===== src/rtl/aead_pkg.sv =====
package aead_pkg;

	localparam logic [1:0] OP_AD     = 2'd0;
	localparam logic [1:0] OP_MSG    = 2'd1;
	localparam logic [1:0] OP_FINISH = 2'd2;
	localparam logic [1:0] OP_NONE   = 2'd3;

	localparam logic [1:0] CFG_KEY_HIGH   = 2'd0;
	localparam logic [1:0] CFG_KEY_LOW    = 2'd1;
	localparam logic [1:0] CFG_NONCE_TOP  = 2'd2;
	localparam logic [1:0] CFG_NONCE_REST = 2'd3;

	localparam logic KIND_CT  = 1'b0;
	localparam logic KIND_TAG = 1'b1;

	localparam logic [63:0] AD_CTR_INIT = 64'h0000_0000_6000_0001;
	localparam logic [63:0] CT_CTR_INIT = 64'h0000_0000_4000_0001;

	localparam int QDEPTH = 2;

	typedef struct packed {
		logic [1:0]   op;
		logic [127:0] data;
		logic [127:0] mask;
		logic [127:0] ctr_a;
		logic [127:0] ctr_b;
	} job_t;

	typedef logic [7:0] sbox_t [256];
	localparam sbox_t SBOX = '{
	8'h63,8'h7c,8'h77,8'h7b,8'hf2,8'h6b,8'h6f,8'hc5,8'h30,8'h01,8'h67,8'h2b,8'hfe,8'hd7,8'hab,8'h76,
	8'hca,8'h82,8'hc9,8'h7d,8'hfa,8'h59,8'h47,8'hf0,8'had,8'hd4,8'ha2,8'haf,8'h9c,8'ha4,8'h72,8'hc0,
	8'hb7,8'hfd,8'h93,8'h26,8'h36,8'h3f,8'hf7,8'hcc,8'h34,8'ha5,8'he5,8'hf1,8'h71,8'hd8,8'h31,8'h15,
	8'h04,8'hc7,8'h23,8'hc3,8'h18,8'h96,8'h05,8'h9a,8'h07,8'h12,8'h80,8'he2,8'heb,8'h27,8'hb2,8'h75,
	8'h09,8'h83,8'h2c,8'h1a,8'h1b,8'h6e,8'h5a,8'ha0,8'h52,8'h3b,8'hd6,8'hb3,8'h29,8'he3,8'h2f,8'h84,
	8'h53,8'hd1,8'h00,8'hed,8'h20,8'hfc,8'hb1,8'h5b,8'h6a,8'hcb,8'hbe,8'h39,8'h4a,8'h4c,8'h58,8'hcf,
	8'hd0,8'hef,8'haa,8'hfb,8'h43,8'h4d,8'h33,8'h85,8'h45,8'hf9,8'h02,8'h7f,8'h50,8'h3c,8'h9f,8'ha8,
	8'h51,8'ha3,8'h40,8'h8f,8'h92,8'h9d,8'h38,8'hf5,8'hbc,8'hb6,8'hda,8'h21,8'h10,8'hff,8'hf3,8'hd2,
	8'hcd,8'h0c,8'h13,8'hec,8'h5f,8'h97,8'h44,8'h17,8'hc4,8'ha7,8'h7e,8'h3d,8'h64,8'h5d,8'h19,8'h73,
	8'h60,8'h81,8'h4f,8'hdc,8'h22,8'h2a,8'h90,8'h88,8'h46,8'hee,8'hb8,8'h14,8'hde,8'h5e,8'h0b,8'hdb,
	8'he0,8'h32,8'h3a,8'h0a,8'h49,8'h06,8'h24,8'h5c,8'hc2,8'hd3,8'hac,8'h62,8'h91,8'h95,8'he4,8'h79,
	8'he7,8'hc8,8'h37,8'h6d,8'h8d,8'hd5,8'h4e,8'ha9,8'h6c,8'h56,8'hf4,8'hea,8'h65,8'h7a,8'hae,8'h08,
	8'hba,8'h78,8'h25,8'h2e,8'h1c,8'ha6,8'hb4,8'hc6,8'he8,8'hdd,8'h74,8'h1f,8'h4b,8'hbd,8'h8b,8'h8a,
	8'h70,8'h3e,8'hb5,8'h66,8'h48,8'h03,8'hf6,8'h0e,8'h61,8'h35,8'h57,8'hb9,8'h86,8'hc1,8'h1d,8'h9e,
	8'he1,8'hf8,8'h98,8'h11,8'h69,8'hd9,8'h8e,8'h94,8'h9b,8'h1e,8'h87,8'he9,8'hce,8'h55,8'h28,8'hdf,
	8'h8c,8'ha1,8'h89,8'h0d,8'hbf,8'he6,8'h42,8'h68,8'h41,8'h99,8'h2d,8'h0f,8'hb0,8'h54,8'hbb,8'h16
	};

	function automatic logic [7:0] xtime(input logic [7:0] x);
		return {x[6:0], 1'b0} ^ (x[7] ? 8'h1b : 8'h00);
	endfunction

	// one AES round: sub bytes, shift rows, optional mix columns
	function automatic logic [127:0] aes_round(input logic [127:0] st, input logic mix);
		logic [7:0] s [16];
		logic [7:0] t [16];
		logic [7:0] a0, a1, a2, a3, al;
		logic [127:0] r;
		for (int i = 0; i < 16; i++) s[i] = SBOX[st[127-8*i -: 8]];
		for (int c = 0; c < 4; c++)
			for (int i = 0; i < 4; i++) t[i+4*c] = s[i + 4*((c+i)%4)];
		for (int c = 0; c < 4; c++) begin
			a0 = t[4*c]; a1 = t[4*c+1]; a2 = t[4*c+2]; a3 = t[4*c+3];
			al = a0 ^ a1 ^ a2 ^ a3;
			if (mix) begin
				s[4*c]   = a0 ^ al ^ xtime(a0 ^ a1);
				s[4*c+1] = a1 ^ al ^ xtime(a1 ^ a2);
				s[4*c+2] = a2 ^ al ^ xtime(a2 ^ a3);
				s[4*c+3] = a3 ^ al ^ xtime(a3 ^ a0);
			end else begin
				s[4*c] = a0; s[4*c+1] = a1; s[4*c+2] = a2; s[4*c+3] = a3;
			end
		end
		for (int i = 0; i < 16; i++) r[127-8*i -: 8] = s[i];
		return r;
	endfunction

	// next round key from previous one
	function automatic logic [127:0] key_next(input logic [127:0] k, input logic [7:0] rc);
		logic [31:0] w0, w1, w2, w3, t;
		{w0, w1, w2, w3} = k;
		t = {SBOX[w3[23:16]] ^ rc, SBOX[w3[15:8]], SBOX[w3[7:0]], SBOX[w3[31:24]]};
		w0 = w0 ^ t; w1 = w1 ^ w0; w2 = w2 ^ w1; w3 = w3 ^ w2;
		return {w0, w1, w2, w3};
	endfunction

	function automatic logic [31:0] swap32(input logic [31:0] x);
		return {x[7:0], x[15:8], x[23:16], x[31:24]};
	endfunction

	// counter step: low word little endian, carry into bytes 11..0
	function automatic logic [127:0] ctr_step(input logic [127:0] c);
		logic [31:0] w;
		logic [95:0] top;
		w = swap32(c[31:0]) + 32'd1;
		top = c[127:32];
		if (w == 32'd0) top = top + 96'd1;
		return {top, swap32(w)};
	endfunction

endpackage


===== src/rtl/aead_if.sv =====
interface aead_in_if;
	logic       valid;
	logic       ready;
	logic [1:0] op;
	logic [63:0] data_high;
	logic [63:0] data_low;
	logic [4:0] byte_count;
	modport source (output valid, op, data_high, data_low, byte_count, input ready);
	modport sink (input valid, op, data_high, data_low, byte_count, output ready);
endinterface



===== src/rtl/aead_front.sv =====
// Accepts transactions, builds masks, assigns counters, queues jobs.
module aead_front (
	input  logic               clk,
	input  logic               arst_n,
	aead_in_if.sink            in_ch,
	input  logic               cfg_we,
	input  logic [1:0]         cfg_index,
	input  logic [63:0]        cfg_wdata,
	output logic               job_valid,
	input  logic               job_ready,
	output aead_pkg::job_t     job
);
	import aead_pkg::*;

	logic [31:0]  nonce_top_q;
	logic [63:0]  nonce_rest_q;
	logic [127:0] msg_ctr_q, ad_ctr_q, ct_ctr_q;
	job_t         q_mem [QDEPTH];
	logic         wr_ptr_q, rd_ptr_q;
	logic [1:0]   cnt_q;
	logic         take;
	logic [4:0]   n;
	logic [127:0] mask;
	logic [127:0] nonce_blk;
	job_t         nj;

	assign in_ch.ready = cnt_q != 2'(QDEPTH);
	assign take = in_ch.valid && in_ch.ready && in_ch.op != OP_NONE;
	assign nonce_blk = {nonce_top_q, nonce_rest_q, 32'd0};

	// byte mask
	always_comb begin
		n = (in_ch.byte_count > 5'd16) ? 5'd16 : in_ch.byte_count;
		for (int i = 0; i < 16; i++) mask[127-8*i -: 8] = (5'(i) < n) ? 8'hff : 8'h00;
		nj.op = in_ch.op;
		nj.data = {in_ch.data_high, in_ch.data_low};
		nj.mask = mask;
		nj.ctr_a = (in_ch.op == OP_AD) ? ad_ctr_q :
			(in_ch.op == OP_MSG) ? msg_ctr_q : nonce_blk;
		nj.ctr_b = ct_ctr_q;
	end

	// counters
	always_ff @(posedge clk or negedge arst_n) begin
		if (!arst_n) begin
			nonce_top_q <= '0;
			nonce_rest_q <= '0;
			msg_ctr_q <= 128'd1;
			ad_ctr_q <= {64'd0, AD_CTR_INIT};
			ct_ctr_q <= {64'd0, CT_CTR_INIT};
		end else if (cfg_we && cfg_index == CFG_NONCE_TOP) begin
			nonce_top_q <= cfg_wdata[31:0];
			msg_ctr_q <= {cfg_wdata[31:0], nonce_rest_q, 32'd1};
		end else if (cfg_we && cfg_index == CFG_NONCE_REST) begin
			nonce_rest_q <= cfg_wdata;
			msg_ctr_q <= {nonce_top_q, cfg_wdata, 32'd1};
		end else if (take) begin
			unique case (in_ch.op)
				OP_AD: ad_ctr_q <= ctr_step(ad_ctr_q);
				OP_MSG: begin
					msg_ctr_q <= ctr_step(msg_ctr_q);
					ct_ctr_q <= ctr_step(ct_ctr_q);
				end
				default: begin
					msg_ctr_q <= {nonce_blk[127:32], 32'd1};
					ad_ctr_q <= {64'd0, AD_CTR_INIT};
					ct_ctr_q <= {64'd0, CT_CTR_INIT};
				end
			endcase
		end
	end

	// job queue
	always_ff @(posedge clk) if (take) q_mem[wr_ptr_q] <= nj;

	always_ff @(posedge clk or negedge arst_n) begin
		if (!arst_n) begin
			wr_ptr_q <= 1'b0;
			rd_ptr_q <= 1'b0;
			cnt_q <= '0;
		end else begin
			if (take) wr_ptr_q <= ~wr_ptr_q;
			if (job_valid && job_ready) rd_ptr_q <= ~rd_ptr_q;
			cnt_q <= cnt_q + 2'(take) - 2'(job_valid && job_ready);
		end
	end

	assign job_valid = cnt_q != 2'd0;
	assign job = q_mem[rd_ptr_q];

	ap_no_over: assert property (@(posedge clk) disable iff (!arst_n)
		cnt_q <= 2'(QDEPTH)) else $error("queue overflow");
	ap_take_cnt: assert property (@(posedge clk) disable iff (!arst_n)
		take && !(job_valid && job_ready) |=> cnt_q == $past(cnt_q) + 2'd1)
		else $error("queue count");
	ap_empty: assert property (@(posedge clk) disable iff (!arst_n)
		!job_valid |-> cnt_q == 2'd0) else $error("queue valid");
endmodule


===== src/flat_wrapper.sv =====
// flat-port wrapper written by rule: the top's interface ports become plain ports
module aead_front_flat import aead_pkg::*;
  (clk, arst_n, cfg_we, cfg_index, cfg_wdata, job_valid, job_ready, job, in_ch_valid, in_ch_op, in_ch_data_high, in_ch_data_low, in_ch_byte_count, in_ch_ready);
  aead_in_if in_ch_i ();
  input  logic clk;
  input  logic arst_n;
  input  logic cfg_we;
  input  logic [1:0] cfg_index;
  input  logic [63:0] cfg_wdata;
  output logic job_valid;
  input  logic job_ready;
  output aead_pkg::job_t job;
  input wire logic [$bits(in_ch_i.valid)-1:0] in_ch_valid;
  input wire logic [$bits(in_ch_i.op)-1:0] in_ch_op;
  input wire logic [$bits(in_ch_i.data_high)-1:0] in_ch_data_high;
  input wire logic [$bits(in_ch_i.data_low)-1:0] in_ch_data_low;
  input wire logic [$bits(in_ch_i.byte_count)-1:0] in_ch_byte_count;
  output wire logic [$bits(in_ch_i.ready)-1:0] in_ch_ready;
  assign in_ch_i.valid = in_ch_valid;
  assign in_ch_i.op = in_ch_op;
  assign in_ch_i.data_high = in_ch_data_high;
  assign in_ch_i.data_low = in_ch_data_low;
  assign in_ch_i.byte_count = in_ch_byte_count;
  assign in_ch_ready = in_ch_i.ready;
  aead_front u_core (.clk(clk), .arst_n(arst_n), .in_ch(in_ch_i), .cfg_we(cfg_we), .cfg_index(cfg_index), .cfg_wdata(cfg_wdata), .job_valid(job_valid), .job_ready(job_ready), .job(job));
endmodule

===== config.mk =====
export PLATFORM = sky130hd
export DESIGN_NAME = aead_front_flat
export DESIGN_NICKNAME = d
export VERILOG_FILES = /design/src/rtl/aead_pkg.sv /design/src/rtl/aead_if.sv /design/src/rtl/aead_front.sv /design/src/flat_wrapper.sv
export SDC_FILE = /design/constraint.sdc
export NUM_CORES = 2
export LEC_CHECK = 0
export BUFFER_PORTS_ARGS = -buffer_cell sky130_fd_sc_hd__buf_2
export CAP_MARGIN = 20
export CORE_ASPECT_RATIO = 1.4
export CORE_UTILIZATION = 24
export DETAILED_ROUTE_END_ITERATION = 10
export SLEW_MARGIN = 25
export SYNTH_ARGS = -nofsm -noshare
export SYNTH_HDL_FRONTEND = slang
export SYNTH_SLANG_ARGS = --single-unit

===== constraint.sdc =====
create_clock -name clk -period 24.3 [get_ports clk]
set_input_delay 2.43 -clock clk [delete_from_list [all_inputs] [get_ports clk]]
set_output_delay 2.43 -clock clk [all_outputs]
set_load 0.02 [all_outputs]

## Word-level counts from Yosys, hierarchy flattened

Memories as Yosys holds them, arrays and structs flattened.
Index checks and enable logic that the tools add are counted.

- Register bits: 484
- Bits in writable memories: 1028
- Input port bits: 206
- Output and inout port bits: 516
- Logic and storage cells: 100
- Memories: 1

- Add/sub/neg operators: 8
- Magnitude comparators: 17
- Eq/ne operators: 9
- Mux-type cells: 30
- Bitwise operators: 6
- Reductions and logical operators: 18

Memories:

| name | depth | bits a word | read ports | clocked after memory_dff | wr ports | line | source |
|---|---|---|---|---|---|---|---|
| u_core.q_mem | 2 | 514 | 1 | 0 | 1 | aead_front.sv:18 | `job_t q_mem [QDEPTH];` |

Operators by type and width:

| operator | number |
|---|---|
| $pmux W128 S2 | 3 |
| $mux W128 | 5 |
| $add A96 B1 Y96 const B | 3 |
| $mux W96 | 3 |
| $mux W8 | 16 |
| $add A32 B1 Y32 const B | 3 |
| $logic_not A32 Y1 | 3 |
| $lt A4 B5 Y1 const A | 8 |
| $lt A3 B5 Y1 const A | 4 |
| $lt A1 B5 Y1 const A | 2 |
| $lt A2 B5 Y1 const A | 2 |
| $reduce_and A5 Y1 | 2 |
| $ne A2 B2 Y1 const B | 4 |
| $reduce_and A4 Y1 | 2 |
| $not A1 Y1 | 6 |
| $gt A5 B5 Y1 const B | 1 |
| $logic_and A1 B1 Y1 | 5 |
| $mux W5 | 1 |
| $eq A2 B2 Y1 const B | 2 |
| $ne A4 B4 Y1 const B | 1 |
| $reduce_and A2 Y1 | 2 |
| $ne A3 B3 Y1 const B | 1 |
| $reduce_and A3 Y1 | 1 |
| $reduce_bool A3 Y1 | 1 |
| 6 further kinds | 7 |

## Logic depth before layout (Yosys ltp)

- Word-level depth: 7
- Mapped depth: 14
- Gate-level depth less buffers: 10

## Least setup slack after synthesis

Ideal clock, no wire load.

- Kind: in2reg
- Start: input port in_ch_op[0]
- End: memory u_core.q_mem[0][0] in the netlist's numbering, enable pin
- Setup time: 1175 ps
- Data arrival time: 19448 ps
- Data required time: 23125 ps
- Slack: 3677 ps
- Cell stages on the path: 3
- Path buffers: 1
- Cell sequence: clkbuf_1 > a21o_1 > nor2_1

- Cells in the longest elaborated chain, start to end: 4

RTL lines:

| element | line | source |
|---|---|---|
| start, declared | flat_wrapper.sv:14 | `input wire logic [$bits(in_ch_i.op)-1:0] in_ch_op;` |
| $ne A2 B2 Y1 | aead_front.sv:28 | `assign take = in_ch.valid && in_ch.ready && in_ch.op != OP_NONE;` |
| $logic_and A1 B1 Y1 | aead_front.sv:28 |  |
| $mux W1 | aead_front.sv:74 | `always_ff @(posedge clk) if (take) q_mem[wr_ptr_q] <= nj;` |
| $mux W1 (not written as such) | aead_front.sv:74 |  |
| end, declared | aead_front.sv:18 |  |

Every way passes these cells.

==> run metrics <==
Post-CTS Setup Bufs=0; Clock Skew=between 0.09 and 0.1 ns; CORE AREA=0.255 sq mm; Primary FF master, synth=edfxtp_1; cell area after synthesis=0.0615 sq mm; combinational fraction of design power=0.294; WP buf/inv=3; Starting Density=0.242; Die Wd=430 microns; post_cts resized=0; clock sink count=~1300; Reg area=0.0363 sq mm; Critical Path Max Stage Delay=approximately 0.84 ns; Max IR drop VDD=80.5 uV; Worst slew margin=0.221; commonest cells after routing, fill and taps aside=edfxtp_1, buf_2, nand2_1; IO Port Bufs=721; first-pass GRT wire length=301 mm; critical path class=reg2out; grt total ovfl=0; number of max-cap violations=0; share of layout cells above drive strength 1=0.258; die footprint=~0.26 sq mm; # fillers=roughly 26000; crit end category=output port; final WL=just over 200 mm; fin. max-slew vios=0; DR pass1 iterations=6; hold buffer count at CTS=0; Overall Power=7.41 mW; Nets=6100; Multi-input gate area=0.0230 sq mm; Placed Cells=9050; sequential power share=0.405; worst hold path class=reg2reg; unrepaired setup endpoints after global routing=no; worst skew pair latency=0.84 ns; post-route setup slack=approximately 18 ns; HPWL Detailed=145 mm; pin count of the biggest net entering global routing=~160; Syn Nets=5607; Fmax achieved=161 MHz; post-route design area=just over 0.07 sq mm; num ports=722; Switch Pwr=2.61 mW; DRC=0; Int Pwr=4.80 mW; Synth cell types=81; Clk pwr share=0.301; synth warn=0; status=finished clean; Arr. time, crit path=3.76 ns; setup_tns=0 ns; worst slew pin tran=1.16 ns; Static Leak=27.1 nW; row count=219; startpoint type of the worst setup path=flop; sequential cell area fraction in the yosys report=0.590; crit-path cells=buf_4 -> buf_4 -> mux2_2 -> buf_2; Starting DRT DRC Count=4013; initial antenna violation count=20; fraction of registers with async set or reset after synthesis=0.376; DR vias=roughly 47000; worst hold slack=0.505 ns; Post-synth EDFFs=804; Non-Filler Instances=9322; Placed Instance Area=0.0679 sq mm; PD cells=102 mW/mm^2; syn_area_per_cell=11.4 sq um; Via-to-Cell Ratio=5.00; Min Clock Period, post-route=6.19 ns; Cells after Synth=5393; Post-Place Worst Slack=17.80 ns; final RePlAce weighted congestion=0.898; crit-path most repeated cell=buf_4; CTS buffer count=146; clock root cell=clkbuf_16; fin util=0.286; slowest CP cell=buf_4; CTS tree=yes; Tot GR Track Use=0.153; Final ANT Viol Nets=0; Routed wire per std cell=22.1 microns; Bufs on Longest Clock Path=4; H-tree levels=4; Syn-to-layout area delta=18.3%; Top Family by Delay on Critical Path=buffers and inverters; Hold Fails Final Rpt=0; Worst-path clk slew=0.06 ns; worst endpoint required time=21.87 ns; fin crit share=0.255; maximum net fanout on the critical path=between 60 and 70; Switching Fraction=0.352; final setup fails=0; synthesized flop and latch total=1288; Die Ht=601 microns; most common library cell in the layout ignoring fill and taps=edfxtp_1; vias in the first global route=45000
[power by group through the flow]
stage          clock network, mW  logic [mW]  registers (mW)
5_1_grt                     2.36        2.32            3.04
3_5_place_dp                   0        2.19            3.06
6_report                    2.23        2.18            3.00
4_1_cts                     2.28        2.20            3.01
2_1_floorplan                  0        1.48            3.08
3_3_place_gp                   0        2.18            3.04
[final timing paths]
kind                                         from                     end  slack [ns]  cells after the start
max                               u_core.rd_ptr_q                job[479]       18.11                      4
min in group asynchronous                  arst_n    u_core.msg_ctr_q[59]        1.45                      1
min                        u_core.nonce_rest_q[0]  u_core.nonce_rest_q[0]        0.51                      2
max reg2reg                   u_core.ct_ctr_q[31]     u_core.ct_ctr_q[87]       18.69                     10
max in group asynchronous                  arst_n     u_core.ct_ctr_q[83]       19.63                      5
min reg2reg                u_core.nonce_rest_q[0]  u_core.nonce_rest_q[0]        0.51                      2
[final cells by class]
type / count / area share
Sequential cell: 1288 / 0.499
Multi-Input combinational cell: 3601 / 0.316
Timing Repair Buffer: 804 / 0.0603
Tap cell: 3315 / 0.0570
Clock buffer: 189 / 0.0544
Clock inverter: 70 / 0.0108
Inverter: 45 / 0.00232
Antenna cell: 10 / 0.000344
[layer usage]
| metal | vias to the layer above | track usage | wire (microns) |
|---|---|---|---|
| met3 | 437 | 0.0300 | 14600 |
| met2 | 2028 | 0.261 | 100000 |
| met4 | 10 | 0.0685 | 9490 |
| met1 | 23200 | 0.185 | 81700 |
| li1 | 21000 | - | - |
| met5 | - | 0 | 67 |
[tightest hold or removal path, stage by stage, from the launching register on]
cell and delay [ns]:
dfrtp_1 0.36, nand2_1 0.05, nand2_1 0.06
[logic make-up (layout without fill, tap and decap cells)]
group | after synthesis | in the layout | synth area share
adders and majority gates | 8 | 8 | 0.00163
muxes | 623 | 623 | 0.111
and+or+nand+nor | 1839 | 1839 | 0.147
AOI/OAI and AO/OA | 1048 | 1048 | 0.101
other | 0 | 10 | 0
DFF | 1288 | 1288 | 0.590
buffers and inverters | 504 | 1108 | 0.0382
xor gates and xnor gates | 83 | 83 | 0.0118
[synth_stat cells (54+ instances only)]
library cell / instances / share of area
o21ai_0: 518 / 0.042
buf_4: 113 / 0.014
xor2_1: 58 / 0.0083
and2_1: 57 / 0.0058
nand4_1: 153 / 0.016
nor4_1: 56 / 0.0057
dfrtp_1: 478 / 0.19
mux2i_1: 163 / 0.027
nand2_1: 616 / 0.038
a21oi_1: 178 / 0.014
and3_1: 105 / 0.011
o31ai_1: 94 / 0.011
a31oi_1: 60 / 0.0061
clkbuf_1: 289 / 0.018
or3_1: 54 / 0.0055
nor2_1: 349 / 0.021
nor3_1: 96 / 0.0078
nand3_1: 186 / 0.015
mux2_2: 460 / 0.084
edfxtp_1: 804 / 0.39
[flip-flops by register name, summed over array words and instances, names as in the netlist, 2 cells and up]
| signal | cells |
|---|---|
| u_core.msg_ctr_q | 128 |
| u_core.nonce_rest_q | 64 |
| u_core.ad_ctr_q | 128 |
| u_core.nonce_top_q | 32 |
| u_core.cnt_q | 2 |
| u_core.ct_ctr_q | 128 |
| u_core.q_mem | 804 |
No activity file was read; power rests on OpenSTA's default activity.
